## src/rtl/wtps_pkg.sv

```systemverilog
// wtps_pkg: shared types, constants and functions of the word table prefix search unit
// used by wtps_cmp and word_table_prefix_search_unit; no dependencies
package wtps_pkg;

    localparam int WORD_COUNT     = 2048;
    localparam int MAX_MATCHES    = 8;
    localparam int MAX_WORD_CHARS = 8;

    localparam int ADDR_W  = $clog2(WORD_COUNT);
    localparam int INDEX_W = 11;
    localparam int TEXT_W  = 64;
    localparam int LEN_W   = 4;
    localparam int NUM_W   = 4;
    localparam int CHARS   = TEXT_W / 8;

    typedef enum logic [1:0] {
        FN_LOAD   = 2'd0,
        FN_PREFIX = 2'd1,
        FN_EXACT  = 2'd2,
        FN_READ   = 2'd3
    } func_t;

    typedef enum logic [1:0] {
        ST_IDLE,
        ST_SCAN,
        ST_READ,
        ST_FLUSH
    } state_t;

    typedef struct packed {
        logic [TEXT_W-1:0] text;
        logic [LEN_W-1:0]  len;
        logic              exact;
    } query_t;

    typedef struct packed {
        logic [TEXT_W-1:0] text;
        logic [LEN_W-1:0]  len;
    } norm_t;

    function automatic logic [7:0] fold(input logic [7:0] c);
        logic [7:0] r;
        r = c;
        if (c >= 8'h41 && c <= 8'h5A)
        begin
            r = c + 8'd32;
        end
        return r;
    endfunction

    // keep chars before the first zero byte, up to the given length
    function automatic norm_t normalise(input logic [TEXT_W-1:0] v, input logic [LEN_W-1:0] n);
        norm_t      r;
        logic       run;
        logic [7:0] b;
        r   = '0;
        run = 1'b1;
        for (int i = 0; i < CHARS; i++)
        begin
            b = v[8*i +: 8];
            if (i >= MAX_WORD_CHARS || LEN_W'(i) >= n || b == 8'd0)
            begin
                run = 1'b0;
            end
            if (run)
            begin
                r.text[8*i +: 8] = b;
                r.len            = LEN_W'(i + 1);
            end
        end
        return r;
    endfunction

endpackage

```

## src/rtl/wtps_cmp.sv

```systemverilog
// wtps_cmp: shared word compare unit, case-folded prefix match or case-sensitive exact match of one table word
// depends on wtps_pkg
module wtps_cmp (
    input  logic [wtps_pkg::TEXT_W-1:0] word,
    input  wtps_pkg::query_t            query,
    output logic                        hit
);

    import wtps_pkg::*;

    logic prefix_hit;

    always_comb
    begin
        prefix_hit = 1'b1;
        for (int j = 0; j < CHARS; j++)
        begin
            if (LEN_W'(j) < query.len && fold(word[8*j +: 8]) != fold(query.text[8*j +: 8]))
            begin
                prefix_hit = 1'b0;
            end
        end
    end

    // stored words are already normalised, so exact match is a plain equality
    assign hit = query.exact ? (word == query.text) : prefix_hit;

endmodule

```

## config.mk

```make
export PLATFORM = sky130hd
export DESIGN_NAME = wtps_cmp
export DESIGN_NICKNAME = d
export VERILOG_FILES = /design/src/rtl/wtps_pkg.sv /design/src/rtl/wtps_cmp.sv
export SDC_FILE = /design/constraint.sdc
export NUM_CORES = 1
export LEC_CHECK = 0
export BUFFER_PORTS_ARGS = -buffer_cell sky130_fd_sc_hd__buf_2
export CORE_ASPECT_RATIO = 0.5
export CORE_MARGIN = 2
export CORE_UTILIZATION = 48
export DETAILED_ROUTE_END_ITERATION = 7
export MAX_ROUTING_LAYER = met4
export PLACE_DENSITY = 0.91
export SYNTH_ARGS = -nofsm -noshare
export SYNTH_HDL_FRONTEND = slang
export SYNTH_SLANG_ARGS = --single-unit
export TNS_END_PERCENT = 5
```

## constraint.sdc

```tcl
create_clock -name vclk -period 5.1
set_clock_uncertainty 0.2 [all_clocks]
set_input_delay 1.02 -clock vclk [all_inputs]
set_output_delay 1.02 -clock vclk [all_outputs]
set_load 0.005 [all_outputs]
```

==> results.txt, run 1 <==
----------------------------------------------------
[STA]
  Final hold violation count ... 0
  Final setup vio count ... 0
  TNS Setup ... 0 ps
  Number of pins with negative max-slew slack in the final report ... 0
  Slew at the pin closest to its max-slew limit ... 538.7 ps
  Fin crit period ... 4907 ps
  Period utilisation layout ... 96.21%
  RSZ-0062 raised after global routing ... false
  Maximum clock rate ... 0.2038 GHz
  Worst slew margin relative to its limit ... between 60% and 70%
  Post-layout worst setup margin ... a little under 200 ps

[Finish]
  # clk buffers ... 0
  Diode count ... 0
  Net count, final ... 635
  Filler-free cell count of the finished design ... 554
  Filler cell count ... 450
  Commonest non-fill, non-tap cells in the layout ... buf_2, xnor2_1, xor2_1
  Storage element area ... 0 µm²
  Area growth from synthesis to layout ... 30.75%
  Most common library cell in the layout ignoring fill and taps ... buf_2
  Count of sequential standard cells ... 0
  Share of final-layout standard cells stronger than drive strength 1 ... 30.37%

[Worst setup path]
  Crit path kind ... in2out
  Largest fanout on the critical path ... 3
  Arrival time of the worst setup path ... 3690 ps
  Crit path capture type ... output pin
  Standard cell with the maximum stage delay on the critical path ... or4_1
  Series of cell instances along the critical path ... buf_2 -> or4_1 -> o221ai_2 -> o31ai_4 -> mux2i_1 -> or4_1 -> a311o_1 -> a2111oi_2 -> o31ai_1 -> o21ai_1 -> buf_2
  Startpoint kind of the worst setup timing path ... input port
  Slowest stage delay, CP ... 540 ps
  Worst endpoint required time ... 3880 ps

[Placement]
  Global placer's final weighted congestion ... 0.8137
  Pre-CTS worst setup slack ... ~98 ps
  Number of cells in the design after placement ... 553
  Port Buffers ... 134
  Half-perimeter wire length of the detailed placement result ... 6096 µm

[Drt]
  Number of detailed-routing iterations run before antenna repair ... 4
  Remaining antenna violation count after routing ... 0
  Mean number of vias per cell ... around 5.5
  Drt wl/cell ... 12.38 µm
  Remaining design rule violation count ... 0
  Routed Wire Length ... between 6000 and 7000 µm
  Count of routing violations after the opening detailed-route iteration ... 141
  Overall via count from detail_route ... 3046

[Yosys]
  Total nets after synthesis ... ~500
  Post-synth cell types ... 59
  Syn Inst Count ... 350
  Yosys warning total ... 0
  Average size of a mapped cell ... 7.010 µm²
  Post-synth design cell area ... 0.002454 mm²
  Part of the Yosys area used for sequential elements ... 0%

[Floorplanning]
  Site row count ... 18
  Starting utilization of the core area ... 49.75%
  Core footprint ... a little under 0.005 mm²
  Die span in y ... 54.56 µm
  Horizontal extent of the die ... 105.1 µm
  Die area ... 0.005734 mm²
  Number of top-level design ports ... 134

[Outcome]
  Run status ... completed

[GRT]
  Vias in the first global route ... 2637
  Global-route congestion overflow total ... 0
  Total global routing track utilization ... 23.23%
  Global-route wire length before repair ... 10910 µm
  Maximum number of pins on one net before global-route repair ... 11
  Initial antenna violation count ... 0

[CTS]
  Hold-fix buffers at CTS ... 0
  Resize count post-CTS ... 0

[Hold path]
  Type of the most critical hold path ... in2out

[Power]
  Cell Pwr Density ... 78.28 mW/mm²
  Maximum vdd ir drop ... 34.81 µV
  Static power due to leakage ... approximately 1.4 nW

[Flow run]
  Max capacitance violation total ... 0

----------------------------------------------------
## repair_timing
action / 4_1_cts / 5_1_grt
endpoints found under the hold margin: 0 / 0
endpoints found under the setup margin: 0 / 1
setup buffers: 0 / 1
## metrics by stage
stage	hold WS (ps)	power [W]	area (µm²)	utilization, %
global placement	2319	0.0002419	3201	64.89
global route	2363	0.0002808	3208	65.04
floorplan	2013	0.0001380	2454	-
CTS	2321	0.0002495	3201	64.89
detailed placement	2322	0.0002484	3201	64.89
finish	2330	0.0002511	3208	65.04
## path summary, 6_finish.rpt
kind | startpoint | end | slack (ps) | cells past startpoint
worst min-delay path | query[4] | hit | 2330 | 4
worst max-delay path | query[9] | hit | 190 | 11
## synthesized netlist by cell type (all sizes together), types with 2 or more instances
master	instances	area (µm²)
o41ai	5	43.79
nor3	27	135.1
o221ai	2	23.77
clkbuf	2	18.76
nand3	15	75.07
and3	2	12.51
a21o	5	37.54
and2	3	18.77
nor4	6	37.54
mux2i	2	20.02
nand2	26	97.59
o211ai	2	15.01
o22ai	4	25.02
xor2	34	297.8
o31ai	3	36.28
o21ai	13	65.06
ha	16	200.2
o21bai	7	52.55
inv	14	52.55
nor2	25	93.84
or4	13	98.85
nor4b	2	17.52
a221oi	3	26.28
or3	5	31.28
xnor2	50	437.9
a211oi	4	30.03
a31oi	3	18.77
a21oi	19	98.85
nand2b	3	18.77
o31a	2	17.52
nand4	5	31.28
nand3b	5	37.54
nand4b	3	26.28
## layout make-up
class	count	area, µm²	share of cell area, %
repair buffers	136	685.7	21.37
well taps	70	87.58	2.730
multi-input cells	334	2382	74.26
inverters	14	52.55	1.638
## cell families (layout without fill, tap and decap cells)
kind of cell    count (synthesis)  after routing  synth area share, %
simple gates                  145            145                31.57
compound gates                 86             86                25.65
xor+xnor                       84             84                29.98
fa+ha+maj                      16             16                8.159
buf+inv                        16            150                2.906
mux                             3              3                1.734
## metal layers
layer	share of wire (%)	global-route usage, %	vias up
met5	0	-	-
met4	0.39	2.222	0
met3	5.0	0.8333	4
met2	50	46.65	80
met1	44	27.83	1364
li1	-	-	1598
## where the power goes
group          internal, W  leakage [nW]  switching [W]
Combinational     0.000122          1.36       0.000129
Clock                    0             0              0
Sequential               0             0              0
Total             0.000122          1.36       0.000129
## worst max-delay path, delay by kind of cell
kind / cells / cell delay, ps
buffers and inverters: 2 / 250
AND/OR/NAND/NOR: 2 / 1010
AO/OA/AOI/OAI: 6 / 1290
multiplexers: 1 / 120
No activity file was read; power rests on OpenSTA's default activity.
==> inputs of run 2 (changes only) <==
--- a/config.mk
+++ b/config.mk
@@ -12,6 +12,7 @@
 export DETAILED_ROUTE_END_ITERATION = 7
 export MAX_ROUTING_LAYER = met4
 export PLACE_DENSITY = 0.91
+export RECOVER_POWER = 100
 export SYNTH_ARGS = -nofsm -noshare
 export SYNTH_HDL_FRONTEND = slang
 export SYNTH_SLANG_ARGS = --single-unit
==> results.txt, run 2 (synthesis gave the netlist of run 1 again) <==
----------------------------------------------------
[GRT]
  Total global routing track utilization ... 23.23% (unchanged)
  Initial antenna violation count ... 0 (unchanged)
  Global-route wire length before repair ... 10910 µm (unchanged)
  Vias in the first global route ... 2637 (unchanged)
  Global-route congestion overflow total ... 0 (unchanged)
  Maximum number of pins on one net before global-route repair ... 11 (unchanged)

[Finish]
  Filler-free cell count of the finished design ... 554 (unchanged)
  Storage element area ... 0 µm² (unchanged)
  Area growth from synthesis to layout ... 30.70% (was 30.75%)
  Filler cell count ... 451 (was 450)
  Commonest non-fill, non-tap cells in the layout ... buf_2, xnor2_1, xor2_1 (unchanged)
  Count of sequential standard cells ... 0 (unchanged)
  Share of final-layout standard cells stronger than drive strength 1 ... 30.17% (was 30.37%)
  Net count, final ... 635 (unchanged)
  Most common library cell in the layout ignoring fill and taps ... buf_2 (unchanged)
  # clk buffers ... 0 (unchanged)
  Diode count ... 0 (unchanged)

[CTS]
  Hold-fix buffers at CTS ... 0 (unchanged)
  Post-CTS Repair Setup Buffers ... 0 (unchanged)
  Resize count post-CTS ... 0 (unchanged)

[Power]
  Static power due to leakage ... 1.358 nW (was 1.363 nW)
  Cell Pwr Density ... 78.34 mW/mm² (was 78.28 mW/mm²)
  Maximum vdd ir drop ... 34.84 µV (was 34.81 µV)

[Drt]
  Overall via count from detail_route ... 3050 (was 3046)
  Routed Wire Length ... 6861 µm (was 6856 µm)
  Number of detailed-routing iterations run before antenna repair ... 4 (unchanged)
  Remaining design rule violation count ... 0 (unchanged)
  Count of routing violations after the opening detailed-route iteration ... 141 (unchanged)
  Drt wl/cell ... 12.38 µm (about the same)
  Remaining antenna violation count after routing ... 0 (unchanged)
  Mean number of vias per cell ... 5.505 (was 5.498)

[STA]
  Slew at the pin closest to its max-slew limit ... 538.7 ps (unchanged)
  Worst Hold Margin ... 2312 ps (was 2330 ps)
  Final hold violation count ... 0 (unchanged)
  Fin crit period ... 4907 ps (about the same)
  Number of pins with negative max-slew slack in the final report ... 0 (unchanged)
  Period utilisation layout ... 96.22% (was 96.21%)
  Worst slew margin relative to its limit ... 63.58% (unchanged)
  Maximum clock rate ... 0.2038 GHz (about the same)
  Final setup vio count ... 0 (unchanged)

[Worst setup path]
  Slowest stage delay, CP ... 540 ps (about the same)
  Crit path capture type ... output pin (unchanged)
  Cell occurring most often along the worst timing path ... or4_1
  Largest fanout on the critical path ... 3 (unchanged)
  Standard cell with the maximum stage delay on the critical path ... or4_1 (unchanged)
  Arrival time of the worst setup path ... 3690 ps (about the same)
  Crit path kind ... in2out (unchanged)
  Startpoint kind of the worst setup timing path ... input port (unchanged)
  Worst endpoint required time ... 3880 ps (about the same)
  Series of cell instances along the critical path ... buf_2 -> or4_1 -> o221ai_2 -> o31ai_4 -> mux2i_1 -> or4_1 -> a311o_1 -> a2111oi_2 -> o31ai_1 -> o21ai_1 -> clkbuf_1 (was buf_2 -> or4_1 -> o221ai_2 -> o31ai_4 -> mux2i_1 -> or4_1 -> a311o_1 -> a2111oi_2 -> o31ai_1 -> o21ai_1 -> buf_2)

[Floorplanning]
  Site row count ... 18 (unchanged)
  Horizontal extent of the die ... 105.1 µm (unchanged)
  Core footprint ... 0.004932 mm² (unchanged)
  Starting utilization of the core area ... 49.75% (unchanged)
  Die area ... 0.005734 mm² (unchanged)
  Number of top-level design ports ... 134 (unchanged)
  Die span in y ... 54.56 µm (unchanged)

[Flow run]
  Max capacitance violation total ... 0 (unchanged)

[Hold path]
  Type of the most critical hold path ... in2out (unchanged)

[Placement]
  Global placer's final weighted congestion ... 0.8137 (unchanged)
  Port Buffers ... 134 (unchanged)
  Half-perimeter wire length of the detailed placement result ... 6096 µm (unchanged)
  Number of cells in the design after placement ... 553 (unchanged)

[Outcome]
  Run status ... completed (unchanged)

----------------------------------------------------
## run 2: cell count changes in the layout (fill, tap and decap cells not counted)
| cell | change |
|---|---|
| buf_2 | -1 |
| clkbuf_1 | +1 |
## run 2: through the flow
stage	util (%)	TNS [ps]	setup slack (ps)	area, µm²	total power [W]
2_1_floorplan	-	0	439.4	2454	0.0001380
3_3_place_gp	64.89	0	141.9	3201	0.0002419
3_5_place_dp	64.89	0	97.92	3201	0.0002484
4_1_cts	64.89	0	96.87	3201	0.0002495
5_1_grt	65.02	-7.644	-7.644	3207	0.0002808
6_report	65.02	0	192.7	3207	0.0002512
## run 2: layer usage
metal  part of all wire (%)  up-vias  GRT usage (%)
li1                       -     1598              -
met1                     45     1370          27.83
met2                     50       78          46.65
met3                    4.7        4         0.8333
met4                   0.39        0          2.222
met5                      0        -              -
## run 2: power by group
part / internal, W / total [W] / switching (W) / leakage (nW)
clock network: 0 / 0 / 0 / 0
logic: 0.000122 / 0.000251 / 0.000129 / 1.36
registers: 0 / 0 / 0 / 0
total: 0.000122 / 0.000251 / 0.000129 / 1.36
## run 2: layout make-up
type / instances / area [µm²] / area share (%)
Timing Repair Buffer: 136 / 684.4 / 21.34
Inverter: 14 / 52.55 / 1.639
Multi-Input combinational cell: 334 / 2382 / 74.29
Tap cell: 70 / 87.58 / 2.731
## run 2: worst paths after layout
check     start  end  slack [ps]  depth (start not counted)
max    query[9]  hit         190                         11
min    query[4]  hit        2310                          4
## run 2: worst max-delay path: cells and delay by family
family / cells / cell delay [ps]
AO/OA/AOI/OAI: 6 / 1290
multiplexers: 1 / 120
AND/OR/NAND/NOR: 2 / 1010
buffers and inverters: 2 / 240
==> inputs of run 3 (changes only) <==
--- a/config.mk
+++ b/config.mk
@@ -8,10 +8,11 @@
 export BUFFER_PORTS_ARGS = -buffer_cell sky130_fd_sc_hd__buf_2
 export CORE_ASPECT_RATIO = 0.5
 export CORE_MARGIN = 2
-export CORE_UTILIZATION = 48
+export CORE_UTILIZATION = 43
 export DETAILED_ROUTE_END_ITERATION = 7
+export GPL_TIMING_DRIVEN = 0
 export MAX_ROUTING_LAYER = met4
-export PLACE_DENSITY = 0.91
+export PLACE_DENSITY = 0.87
 export RECOVER_POWER = 100
 export SYNTH_ARGS = -nofsm -noshare
 export SYNTH_HDL_FRONTEND = slang
==> constraint.sdc (replaced) <==
create_clock -name vclk -period 4.18
set_clock_uncertainty 0.2 [all_clocks]
set_input_delay 0.836 -clock vclk [all_inputs]
set_output_delay 0.836 -clock vclk [all_outputs]
set_load 0.005 [all_outputs]
==> results.txt, run 3 (synthesis gave the netlist of run 1 again) <==
----------------------------------------------------
[Finish]
  Share of final-layout standard cells stronger than drive strength 1 ... 32.17% (was 30.17%)
  Storage element area ... 0 µm² (unchanged)
  Diode count ... 0 (unchanged)
  Filler cell count ... 536 (was 451)
  Most common library cell in the layout ignoring fill and taps ... buf_2 (unchanged)
  Net count, final ... 639 (was 635)
  Area growth from synthesis to layout ... 35.08% (was 30.70%)
  # clk buffers ... 0 (unchanged)
  Count of sequential standard cells ... 0 (unchanged)
  Commonest non-fill, non-tap cells in the layout ... buf_2, xnor2_1, xor2_1 (unchanged)

[Hold path]
  Instance count along the most critical hold path ... 4 (unchanged)
  Hold wc startpoint ... query[4] (unchanged)
  Type of the most critical hold path ... in2out (unchanged)
  Sink of the worst hold path ... hit (unchanged)

[STA]
  Worst slew margin relative to its limit ... 64.18% (was 63.58%)
  RSZ-0062 raised after global routing ... true
  Post-layout worst setup margin ... -134.7 ps (was 192.7 ps)
  Maximum clock rate ... 0.2318 GHz
  Fin crit period ... around 4300 ps
  Final hold violation count ... 0 (unchanged)
  Slew at the pin closest to its max-slew limit ... 529.8 ps (was 538.7 ps)
  Number of pins with negative max-slew slack in the final report ... 0 (unchanged)
  Final setup vio count ... 1 (was 0)
  TNS Setup ... -134.7 ps (was 0 ps)
  Period utilisation layout ... 103.2%

[Power]
  Maximum vdd ir drop ... 43.53 µV (was 34.84 µV)
  Clock Power Share ... 0% (about the same)
  Static power due to leakage ... 1.397 nW (was 1.358 nW)
  Proportion of total power due to net switching ... 51.12% (was 51.36%)
  Portion of total power attributed to sequential cells ... 0% (about the same)
  Reported net switching power ... 0.0001620 W (was 0.0001290 W)
  Combinational Power Share ... 100.0% (about the same)
  Cell Pwr Density ... 95.64 mW/mm² (was 78.34 mW/mm²)
  Internal portion of total power ... 0.0001549 W (was 0.0001222 W)

[Placement]
  Half-perimeter wire length of the detailed placement result ... 6114 µm (was 6096 µm)
  Global placer's final weighted congestion ... 0.8819 (was 0.8137)
  Pre-CTS worst setup slack ... -345.7 ps (was 97.92 ps)
  Port Buffers ... 134 (unchanged)

[Drt]
  Mean number of vias per cell ... 5.572 (was 5.505)
  Count of routing violations after the opening detailed-route iteration ... 113 (was 141)
  Remaining antenna violation count after routing ... 0 (unchanged)
  Drt wl/cell ... 12.45 µm (was 12.38 µm)
  Overall via count from detail_route ... 3126 (was 3050)
  Routed Wire Length ... 6984 µm (was 6861 µm)
  Remaining design rule violation count ... 0 (unchanged)
  Number of detailed-routing iterations run before antenna repair ... 4 (unchanged)

[Worst setup path]
  Standard cell with the maximum stage delay on the critical path ... or4_4 (was or4_1)
  Series of cell instances along the critical path ... buf_6 -> or4_4 -> o221ai_4 -> o31ai_4 -> mux2i_1 -> or4_1 -> a311o_1 -> a2111oi_4 -> o31ai_1 -> o21ai_1 -> buf_2 (was buf_2 -> or4_1 -> o221ai_2 -> o31ai_4 -> mux2i_1 -> or4_1 -> a311o_1 -> a2111oi_2 -> o31ai_1 -> o21ai_1 -> clkbuf_1)
  Crit path kind ... in2out (unchanged)
  Top cell family by delay on the critical path ... compound AO/OA/AOI/OAI gates (unchanged)
  Number of buffer and inverter instances along the worst setup path ... 2 (unchanged)
  Crit path capture type ... output pin (unchanged)
  Startpoint kind of the worst setup timing path ... input port (unchanged)
  Arrival time of the worst setup path ... 3280 ps (was 3690 ps)
  Slowest stage delay, CP ... 530 ps (was 540 ps)
  Largest fanout on the critical path ... 2 (was 3)
  Worst endpoint required time ... 3140 ps (was 3880 ps)

[GRT]
  Total global routing track utilization ... 20.97% (was 23.23%)
  Global-route congestion overflow total ... 0 (unchanged)
  Initial antenna violation count ... 0 (unchanged)
  Maximum number of pins on one net before global-route repair ... 10 (was 11)
  Vias in the first global route ... 2804 (was 2637)
  Global-route wire length before repair ... 11260 µm (was 10910 µm)

[Floorplanning]
  Number of top-level design ports ... 134 (unchanged)
  Starting utilization of the core area ... 44.68% (was 49.75%)
  Die area ... 0.006363 mm² (was 0.005734 mm²)
  Core footprint ... 0.005492 mm² (was 0.004932 mm²)
  Die span in y ... 57.42 µm (was 54.56 µm)
  Site row count ... 19 (was 18)
  Horizontal extent of the die ... 110.8 µm (was 105.1 µm)

[Outcome]
  Run status ... complete, but fails checks (was completed)
  Violations in the final reports ... setup timing

[Flow run]
  Max capacitance violation total ... 0 (unchanged)

----------------------------------------------------
-- run 3: changes by cell type in the layout (fill, tap and decap cells not counted), sizes merged --
cell    before  now
buf        135  138
clkbuf       1    2
-- run 3: how the worst max path moves through the flow --
stage	start	endpoint	slack [ps]	cells after the start
finish	query[8]	hit	-130	11
global route	query[46]	hit	-230	11
floorplan	query[9]	hit	70	9
global placement	query[9]	hit	-340	11
CTS	query[8]	hit	-270	11
detailed placement	query[9]	hit	-350	11
-- run 3: worst min-delay path: cells and delay by family --
kind            cells  cell delay (ps)
compound gates      2              230
buf+inv             2              270
-- run 3: final cells by class --
class / instances / area [µm²] / share of cell area (%)
Inverter: 14 / 52.55 / 1.586
Buffer: 2 / 18.77 / 0.5663
Multi-Input combinational cell: 334 / 2439 / 73.57
Tap cell: 73 / 91.34 / 2.756
Timing Repair Buffer: 138 / 713.2 / 21.52
-- run 3: power by group through the flow --
stage | combinational, W | sequential [W] | clock (W)
finish | 0.000317 | 0 | 0
global route | 0.000353 | 0 | 0
CTS | 0.000310 | 0 | 0
detailed placement | 0.000304 | 0 | 0
global placement | 0.000296 | 0 | 0
floorplan | 0.000168 | 0 | 0
-- run 3: what timing repair did --
item	4_1_cts	5_1_grt
cloned	0	0
gates resized for setup	5	8
buffers inserted	3	1
setup endpoints to repair	1	1
hold buffers	0	0
pin swaps	8	7
-- run 3: routing by layer --
metal	up-vias	wire length, µm	global-route usage, %	share of wire [%]
met3	6	307	0.6376	4.4
li1	1609	-	-	-
met1	1425	3196	25.62	46
met2	86	3432	40.14	49
met4	0	46	3.036	0.66
met5	-	0	-	0
-- run 3: metrics by stage --
step / instances / area (µm²) / power, W / utilization [%] / hold WS [ps]
after global placement: 557 / 3216 / 0.0002958 / 58.56 / 1953
after detailed placement: 557 / 3216 / 0.0003037 / 58.56 / 1956
after CTS: 560 / 3266 / 0.0003104 / 59.47 / 1949
after global routing: 561 / 3314 / 0.0003527 / 60.36 / 2023
final: 561 / 3314 / 0.0003170 / 60.36 / 1983
after floorplan: 350 / 2454 / 0.0001684 / - / 1655
